`src/rtl/core/assert_macros.svh`:
```
// Assertion helpers shared by the RTL.
`ifndef ASSERT_MACROS_SVH
`define ASSERT_MACROS_SVH

// Property must hold at every rising edge outside reset.
`define ASSERT_ON_CLK(name, clk, rst, prop) \
  name: assert property (@(posedge clk) disable iff (rst) (prop)) \
    else $error("%m: property failed");

// Condition must never be seen at a rising edge outside reset.
`define ASSERT_NEVER_ON_CLK(name, clk, rst, expr) \
  name: assert property (@(posedge clk) disable iff (rst) !(expr)) \
    else $error("%m: forbidden condition seen");

`endif

```
`src/rtl/core/lfpr_pkg.sv`:
```
`default_nettype none
package lfpr_pkg;

  localparam int BUFFER_DEPTH_DEF = 512;
  localparam int MAX_SCHEMA_LEN   = 32;
  localparam int WPOS_W           = 9;

  localparam logic [7:0]  START_RESET    = 8'h7E;
  localparam logic [15:0] CRC_SEED_RESET = 16'hFFFF;
  localparam logic [15:0] CRC_POLY       = 16'h1021;

  // register indexes (word address)
  localparam logic [2:0] REG_START_BYTE = 3'd0;
  localparam logic [2:0] REG_CRC_SEED   = 3'd1;
  localparam logic [2:0] REG_SOURCE_MIN = 3'd2;
  localparam logic [2:0] REG_SOURCE_MAX = 3'd3;
  localparam logic [2:0] REG_DEST_MIN   = 3'd4;
  localparam logic [2:0] REG_DEST_MAX   = 3'd5;

  typedef enum logic [1:0] {
    CMD_RECV    = 2'd0,
    CMD_READ    = 2'd1,
    CMD_RELEASE = 2'd2
  } cmd_t;

  typedef enum logic [2:0] {
    EV_NONE          = 3'd0,
    EV_START         = 3'd1,
    EV_START_DROP    = 3'd2,
    EV_GUARD         = 3'd3,
    EV_GUARD_RESTART = 3'd4,
    EV_CRC_BAD       = 3'd5,
    EV_GOOD          = 3'd6,
    EV_NO_PACKET     = 3'd7
  } ev_t;

  typedef enum logic [3:0] {
    PH_HUNT    = 4'd0,
    PH_SRC     = 4'd1,
    PH_DEST    = 4'd2,
    PH_SLEN    = 4'd3,
    PH_SCHEMA  = 4'd4,
    PH_PLEN    = 4'd5,
    PH_PAYLOAD = 4'd6,
    PH_CRCHI   = 4'd7,
    PH_CRCLO   = 4'd8
  } phase_t;

  // CRC-16-CCITT, MSB first, one byte folded in
  function automatic logic [15:0] crc16_byte(input logic [15:0] crc, input logic [7:0] b);
    logic [15:0] c;
    c = crc ^ {b, 8'h00};
    for (int i = 0; i < 8; i++) begin
      if (c[15]) begin
        c = {c[14:0], 1'b0} ^ CRC_POLY;
      end else begin
        c = {c[14:0], 1'b0};
      end
    end
    return c;
  endfunction

endpackage
`default_nettype wire

```
`src/rtl/core/length_framed_packet_receiver_crc16.sv`:
```
// Length-framed packet receiver with CRC-16-CCITT check. Each input transfer
// carries a command in s_tuser: receive a link byte, read a stored body byte
// of the ready packet, or release it. Every command yields exactly one result
// transfer with an event code in m_tuser and the ready-packet summary plus
// read data in m_tdata. The parser, CRC update and body buffer write take one
// pass per byte, so one item is accepted every cycle while results drain;
// each result goes through the result stage, with the registered read of the
// single-port body RAM, and then the output register. The body RAM is not
// cleared after reset: reading an offset never written since reset returns
// undefined data. Configuration registers (APB, word addresses 0..5) may only
// be written while no transfer is in flight.
`default_nettype none
`include "assert_macros.svh"
module length_framed_packet_receiver_crc16 #(
  parameter int BUFFER_DEPTH = lfpr_pkg::BUFFER_DEPTH_DEF
) (
  input  wire logic        clk,
  input  wire logic        rst,
  // APB configuration
  input  wire logic        psel,
  input  wire logic        penable,
  input  wire logic        pwrite,
  input  wire logic [4:0]  paddr,
  input  wire logic [31:0] pwdata,
  output logic      [31:0] prdata,
  output logic             pready,
  // command stream
  input  wire logic        s_tvalid,
  output logic             s_tready,
  input  wire logic [23:0] s_tdata,  // data_byte[7:0], read_index[16:8], zero
  input  wire logic [1:0]  s_tuser,  // command[1:0]
  // result stream
  output logic             m_tvalid,
  input  wire logic        m_tready,
  output logic      [47:0] m_tdata,  // packet_ready[0], src_addr[8:1],
                                     // dest_addr[16:9], schema_count[22:17],
                                     // payload_count[30:23],
                                     // payload_start[39:31], read_data[47:40]
  output logic      [2:0]  m_tuser   // event_res[2:0]
);
  import lfpr_pkg::*;

  localparam int AW = $clog2(BUFFER_DEPTH);

  // configuration
  logic [7:0]  start_byte, source_min, source_max, dest_min, dest_max;
  logic [15:0] crc_seed;
  logic        cfg_wr;

  // parser state
  phase_t      phase, phase_next;
  logic [WPOS_W-1:0] write_pos, wpos_next;
  logic [7:0]  bytes_left, left_next;
  logic [5:0]  schema_size, schema_next;
  logic [7:0]  payload_size, psize_next;
  logic [WPOS_W-1:0] payload_base, pbase_next;
  logic [7:0]  crc_hi, crc_hi_next;
  logic [15:0] running_crc, crc_next;
  logic        ready_flag, ready_next;
  logic [7:0]  src_reg, src_next, dest_reg, dest_next;

  // body buffer
  logic [7:0]  mem [BUFFER_DEPTH];
  logic [7:0]  rd_q;
  logic        store, wr_en, rd_grant;
  logic [AW-1:0] wr_addr, rd_addr;

  // stage and output registers
  logic        in_acc, p_valid, p_move;
  ev_t         ev, p_ev, out_ev;
  logic        p_ready, p_rd_en;
  logic [7:0]  p_src, p_dest, p_plen;
  logic [5:0]  p_schema;
  logic [WPOS_W-1:0] p_pbase;
  logic [47:0] out_tdata;
  logic        out_valid;

  logic [7:0]  v;
  logic [WPOS_W-1:0] idx;
  logic        guard, examine;

  assign v   = s_tdata[7:0];
  assign idx = s_tdata[16:8];

  // ---------------- configuration port ----------------
  assign pready = 1'b1;
  assign cfg_wr = psel && penable && pwrite && pready;

  always_ff @(posedge clk) begin
    if (rst) begin
      start_byte <= START_RESET;
      crc_seed   <= CRC_SEED_RESET;
      source_min <= 8'h00;
      source_max <= 8'hFF;
      dest_min   <= 8'h00;
      dest_max   <= 8'hFF;
    end else if (cfg_wr) begin
      case (paddr[4:2])
        REG_START_BYTE: start_byte <= pwdata[7:0];
        REG_CRC_SEED:   crc_seed   <= pwdata[15:0];
        REG_SOURCE_MIN: source_min <= pwdata[7:0];
        REG_SOURCE_MAX: source_max <= pwdata[7:0];
        REG_DEST_MIN:   dest_min   <= pwdata[7:0];
        REG_DEST_MAX:   dest_max   <= pwdata[7:0];
        default: ;
      endcase
    end
  end

  always_comb begin
    case (paddr[4:2])
      REG_START_BYTE: prdata = {24'h0, start_byte};
      REG_CRC_SEED:   prdata = {16'h0, crc_seed};
      REG_SOURCE_MIN: prdata = {24'h0, source_min};
      REG_SOURCE_MAX: prdata = {24'h0, source_max};
      REG_DEST_MIN:   prdata = {24'h0, dest_min};
      REG_DEST_MAX:   prdata = {24'h0, dest_max};
      default:        prdata = 32'h0;
    endcase
  end

  // ---------------- handshake ----------------
  assign p_move   = p_valid && (!out_valid || m_tready);
  assign s_tready = !p_valid || p_move;
  assign in_acc   = s_tvalid && s_tready;

  // ---------------- parser ----------------
  always_comb begin
    phase_next  = phase;
    wpos_next   = write_pos;
    left_next   = bytes_left;
    schema_next = schema_size;
    psize_next  = payload_size;
    pbase_next  = payload_base;
    crc_hi_next = crc_hi;
    crc_next    = running_crc;
    ready_next  = ready_flag;
    src_next    = src_reg;
    dest_next   = dest_reg;
    ev          = EV_NONE;
    store       = 1'b0;
    guard       = 1'b0;
    examine     = 1'b0;
    rd_grant    = 1'b0;

    case (cmd_t'(s_tuser))
      CMD_RECV: begin
        case (phase)
          PH_HUNT: examine = 1'b1;
          PH_SRC: begin
            if (v < source_min || v > source_max) begin
              guard = 1'b1;
            end else begin
              store      = 1'b1;
              src_next   = v;
              phase_next = PH_DEST;
            end
          end
          PH_DEST: begin
            if (v < dest_min || v > dest_max) begin
              guard = 1'b1;
            end else begin
              store      = 1'b1;
              dest_next  = v;
              phase_next = PH_SLEN;
            end
          end
          PH_SLEN: begin
            if (32'(v) > MAX_SCHEMA_LEN) begin
              guard = 1'b1;
            end else begin
              store       = 1'b1;
              schema_next = v[5:0];
              left_next   = v;
              phase_next  = (v == 8'h00) ? PH_PLEN : PH_SCHEMA;
            end
          end
          PH_SCHEMA: begin
            store     = 1'b1;
            left_next = bytes_left - 8'd1;
            if (left_next == 8'h00) begin
              phase_next = PH_PLEN;
            end
          end
          PH_PLEN: begin
            store      = 1'b1;
            psize_next = v;
            pbase_next = write_pos + 1'b1;
            left_next  = v;
            phase_next = (v == 8'h00) ? PH_CRCHI : PH_PAYLOAD;
          end
          PH_PAYLOAD: begin
            store     = 1'b1;
            left_next = bytes_left - 8'd1;
            if (left_next == 8'h00) begin
              phase_next = PH_CRCHI;
            end
          end
          PH_CRCHI: begin
            crc_hi_next = v;
            phase_next  = PH_CRCLO;
          end
          PH_CRCLO: begin
            phase_next = PH_HUNT;
            if ({crc_hi, v} == running_crc) begin
              ready_next = 1'b1;
              ev         = EV_GOOD;
            end else begin
              ev = EV_CRC_BAD;
            end
          end
          default: phase_next = PH_HUNT;
        endcase

        if (store) begin
          wpos_next = write_pos + 1'b1;
          crc_next  = crc16_byte(running_crc, v);
        end

        // a byte that fails a guard is examined again as a start byte
        examine = examine || guard;
        if (examine) begin
          if (v == start_byte) begin
            ev         = guard ? EV_GUARD_RESTART : (ready_flag ? EV_START_DROP : EV_START);
            ready_next = 1'b0;
            wpos_next  = '0;
            crc_next   = crc_seed;
            phase_next = PH_SRC;
          end else begin
            ev         = guard ? EV_GUARD : EV_NONE;
            phase_next = PH_HUNT;
          end
        end
      end
      CMD_READ: begin
        if (!ready_flag) begin
          ev = EV_NO_PACKET;
        end else begin
          rd_grant = 32'(idx) < BUFFER_DEPTH;
        end
      end
      CMD_RELEASE: begin
        if (!ready_flag) begin
          ev = EV_NO_PACKET;
        end
        ready_next = 1'b0;
      end
      default: ;
    endcase
  end

  assign wr_en   = in_acc && store && (32'(write_pos) < BUFFER_DEPTH);
  assign wr_addr = AW'(write_pos);
  assign rd_addr = AW'(idx);

  always_ff @(posedge clk) begin
    if (wr_en) begin
      mem[wr_addr] <= v;
    end
  end

  always_ff @(posedge clk) begin
    if (in_acc && rd_grant) begin
      rd_q <= mem[rd_addr];
    end
  end

  always_ff @(posedge clk) begin
    if (rst) begin
      phase        <= PH_HUNT;
      write_pos    <= '0;
      bytes_left   <= '0;
      schema_size  <= '0;
      payload_size <= '0;
      payload_base <= '0;
      crc_hi       <= '0;
      running_crc  <= CRC_SEED_RESET;
      ready_flag   <= 1'b0;
    end else if (in_acc) begin
      phase        <= phase_next;
      write_pos    <= wpos_next;
      bytes_left   <= left_next;
      schema_size  <= schema_next;
      payload_size <= psize_next;
      payload_base <= pbase_next;
      crc_hi       <= crc_hi_next;
      running_crc  <= crc_next;
      ready_flag   <= ready_next;
    end
  end

  // first two body bytes kept beside the RAM for the packet summary
  always_ff @(posedge clk) begin
    if (in_acc) begin
      src_reg  <= src_next;
      dest_reg <= dest_next;
    end
  end

  // ---------------- result stage ----------------
  always_ff @(posedge clk) begin
    if (rst) begin
      p_valid <= 1'b0;
    end else if (in_acc) begin
      p_valid <= 1'b1;
    end else if (p_move) begin
      p_valid <= 1'b0;
    end
  end

  always_ff @(posedge clk) begin
    if (in_acc) begin
      p_ev     <= ev;
      p_ready  <= ready_next;
      p_rd_en  <= rd_grant;
      p_src    <= ready_next ? src_next : 8'h00;
      p_dest   <= ready_next ? dest_next : 8'h00;
      p_schema <= ready_next ? schema_next : 6'h00;
      p_plen   <= ready_next ? psize_next : 8'h00;
      p_pbase  <= ready_next ? pbase_next : '0;
    end
  end

  always_ff @(posedge clk) begin
    if (rst) begin
      out_valid <= 1'b0;
    end else if (p_move) begin
      out_valid <= 1'b1;
    end else if (m_tready) begin
      out_valid <= 1'b0;
    end
  end

  always_ff @(posedge clk) begin
    if (p_move) begin
      out_ev    <= p_ev;
      out_tdata <= {(p_rd_en ? rd_q : 8'h00), p_pbase, p_plen, p_schema,
                    p_dest, p_src, p_ready};
    end
  end

  assign m_tvalid = out_valid;
  assign m_tdata  = out_tdata;
  assign m_tuser  = out_ev;

  // ---------------- assertions ----------------
  `ASSERT_ON_CLK(a_ready_only_in_hunt, clk, rst, ready_flag |-> phase == PH_HUNT)
  `ASSERT_ON_CLK(a_good_sets_ready, clk, rst, m_tvalid && out_ev == EV_GOOD |-> m_tdata[0])
  `ASSERT_ON_CLK(a_idle_summary_zero, clk, rst, m_tvalid && !m_tdata[0] |-> m_tdata[39:1] == '0)
  `ASSERT_NEVER_ON_CLK(a_stall_needs_full_stage, clk, rst, !s_tready && !p_valid)

endmodule
`default_nettype wire

```
`config.mk`:
```
export PLATFORM = sky130hd
export DESIGN_NAME = length_framed_packet_receiver_crc16
export DESIGN_NICKNAME = d
export VERILOG_FILES = /design/src/rtl/core/lfpr_pkg.sv /design/src/rtl/core/length_framed_packet_receiver_crc16.sv
export VERILOG_INCLUDE_DIRS = /design/src /design/src/rtl/core
export SDC_FILE = /design/constraint.sdc
export NUM_CORES = 2
export LEC_CHECK = 0
export BUFFER_PORTS_ARGS = -buffer_cell sky130_fd_sc_hd__buf_4
export CAP_MARGIN = 10
export CORE_MARGIN = 8
export CORE_UTILIZATION = 37
export DETAILED_ROUTE_END_ITERATION = 8
export PLACE_DENSITY_LB_ADDON = 0.15
export SETUP_SLACK_MARGIN = 0.2
export SLEW_MARGIN = 20
export SYNTH_ARGS = -nofsm -noshare
export SYNTH_HDL_FRONTEND = slang
export SYNTH_SLANG_ARGS = --single-unit
```
`constraint.sdc`:
```
create_clock -name clk -period 3.75 [get_ports clk]
set_clock_uncertainty 0.2 [all_clocks]
set_input_delay 0.5625 -clock clk [delete_from_list [all_inputs] [get_ports clk]]
set_output_delay 0.5625 -clock clk [all_outputs]
set_load 0.02 [all_outputs]
```
==> metrics.md <==
| Metric | Value |
|---|---|
| Max Slew Vio Count | 0 |
| P_leak | 67.38 nW |
| Final antenna-violating net count | 0 |
| Die H | 694.0 um |
| Sequential cell area fraction in the yosys report | 75.91% |
| Worst Setup Start Kind | register |
| # nets final | 9971 |
| Pwr/cell area | 501.0 mW/mm2 |
| Final setup fails | 0 |
| Deepest clock path buffer count | 4 |
| Die extent in x | 694.0 um |
| Rel. slew slack | 22.40% |
| Post-synth EDFFs | 4215 |
| Initial core utilization | 37.06% |
| Detailed placement HPWL | 309600 um |
| Latest clock arrival within the worst-skew pair | 0.98 ns |
| Crit path capture type | register |
| Async set or reset register ratio after synthesis | 0% |
| Fmax | 0.2831 GHz |
| Post-placement cell count | 15490 |
| Final setup margin | 0.2176 ns |
| First-pass GRT wire length | 683400 um |
| Commonest non-fill, non-tap cell in the layout | edfxtp_1 |
| Mapped Area | 0.1701 mm2 |
| H-tree depth | 5 |
| VDD IR max | 449.0 uV |
| Area growth, synth to finish | 22.08% |
| Vias post-DR | 87320 |
| CTS tree | done |
| Least-Margin Pin Slew | 1.164 ns |
| Core region area | 0.4589 mm2 |
| Root buffer cell | clkbuf_16 |
| Fin cells | 16400 |
| Avg WL per Cell | 29.29 um |
| Row cnt | 249 |
| Total Power | 104.0 mW |
| Status | finished, final reports clean |
| Final Hold Slack | 0.09491 ns |
| Peak fanout along the critical path | 8 |
| Yosys warns | 0 |
| DRT Wirelength | 480200 um |
| # clock sinks | 4342 |
| Share of cells above drive strength 1 | 35.56% |
| Synthesized area per cell | 20.19 um2 |
| Most frequent cells in the layout | edfxtp_1, buf_4, mux4_2 |
| Clk slew on worst S/H paths | 0.06 ns |
| Drt first pass iters | 5 |
| Final instance area | 0.2076 mm2 |
| Max reg flops | 4096 |
| RD Place Congestion | 0.8490 |
| GR Overflow Total | 0 |
| Final hold violations | 0 |
| DP Worst Slack | -0.6501 ns |
| Yosys cell types | 77 |
| Most flops, register | mem |
| CP Data Arrival Time | 4.07 ns |
| Period Utilization, post-route | 94.20% |
| Critical Path RT | 4.29 ns |
| Worst Hold Class | input pin to register |
| Dpl cell area | 0.1915 mm2 |
| Initial antenna violation count | 21 |
| TritonCTS Buffers | 458 |
| Vias per cell | 5.326 |
| Kind of critical path | register to register |
| RSZ-0062 raised after global routing | yes |
| Yosys reg bits | 4342 |
| Total Die Area | 0.4816 mm2 |
| PortBufs | 113 |
| Largest net degree at the start of global routing | 230 |
| Vias in the first global route | 90690 |
| Main synth FF type | edfxtp_1 |
| IO Pins | 156 |
| DRC | 0 |
| Reg2reg setup slack | 0.22 ns |
| Number of max-cap violations | 0 |
| Initial DRC count | 8847 |
| Min Tclk post-route | 3.532 ns |
| Global-route total usage across every layer | 19.43% |
| Mapped Cells | 8424 |
-- through the flow --
step	utilization [%]	TNS [ns]
floorplan	-	0
global placement	41.72	-1473.70
detailed placement	41.72	-1477.83
CTS	45.06	0
global route	45.24	0
finish	45.24	0
-- area by class of cell --
class                   count  area, um2
fillers                 38690     251300
inverters                  65      247.7
flip-flops and latches   4342     129100
diodes                      6      15.01
clock inverters           292       2952
multi-input cells        3490      39610
well taps                6149       7694
clock buffers             547      11990
repair buffers           1504      16000
-- final timing paths --
check | start | to | cells past startpoint
hold reg to reg | p_src[4] | m_tdata[5] | 0
hold / removal | s_tdata[6] | mem[255][6] | 2
setup reg to reg | dest_max[5] | mem[124][0] | 16
setup / recovery | dest_max[5] | mem[124][0] | 16
-- critical path: stages, from the launching register on --
cell and delay [ns]:
dfxtp_2 0.33, inv_2 0.05, ha_4 0.26, nand4_1 0.08, buf_4 0.16, buf_4 0.13, buf_6 0.11, a211oi_4 0.27
nor4b_4 0.09, a221o_4 0.47, buf_12 0.16, buf_12 0.14, clkbuf_16 0.20, nand4_4 0.17, clkbuf_16 0.21, nor2_2 0.06
buf_12 0.18
-- metal layers --
layer	track usage [%]	up-vias	share of wire [%]
met5	0	-	0.0015
met4	4.813	2	2.7
met3	2.291	618	5.4
met2	32.31	2706	49
met1	27.39	46560	43
li1	-	37440	-
-- timing repair --
item	4_1_cts	5_1_grt
pin swaps	0	12
setup endpoints to repair	1879	3197
hold buffers	35	0
hold endpoints to repair	153	0
setup buffers	0	10
gates cloned	0	9
resized for setup	8	118
-- power by group --
group	leakage [nW]	switching, mW	internal (mW)
Combinational	21.1	3.39	2.09
Clock	7.30	18.9	26.4
Sequential	39.0	0.0403	53.3
Total	67.4	22.3	81.7
-- cell usage after synthesis, drive strengths merged, types with 64 or more instances --
master	number	area [um2]
a21oi	190	954.7
buf	265	1424
clkbuf	277	1040
dfxtp	127	2542
edfxtp	4215	126600
inv	64	240.2
mux2i	326	3263
mux4	1028	23150
nand2	260	978.4
nand3	114	570.6
nor2	702	2710
o21ai	213	1077
o22ai	103	644.4
-- logic make-up after synthesis --
kind of cell | count (synthesis) | share of synthesized area [%]
DFF | 4342 | 75.91
muxes | 1401 | 15.84
and+or+nand+nor | 1273 | 3.519
AOI/OAI and AO/OA | 701 | 2.536
buffers and inverters | 607 | 1.592
xor gates and xnor gates | 58 | 0.2987
adders and majority gates | 40 | 0.2943
other | 2 | 0.004416
(Power assumes the default switching activity.)
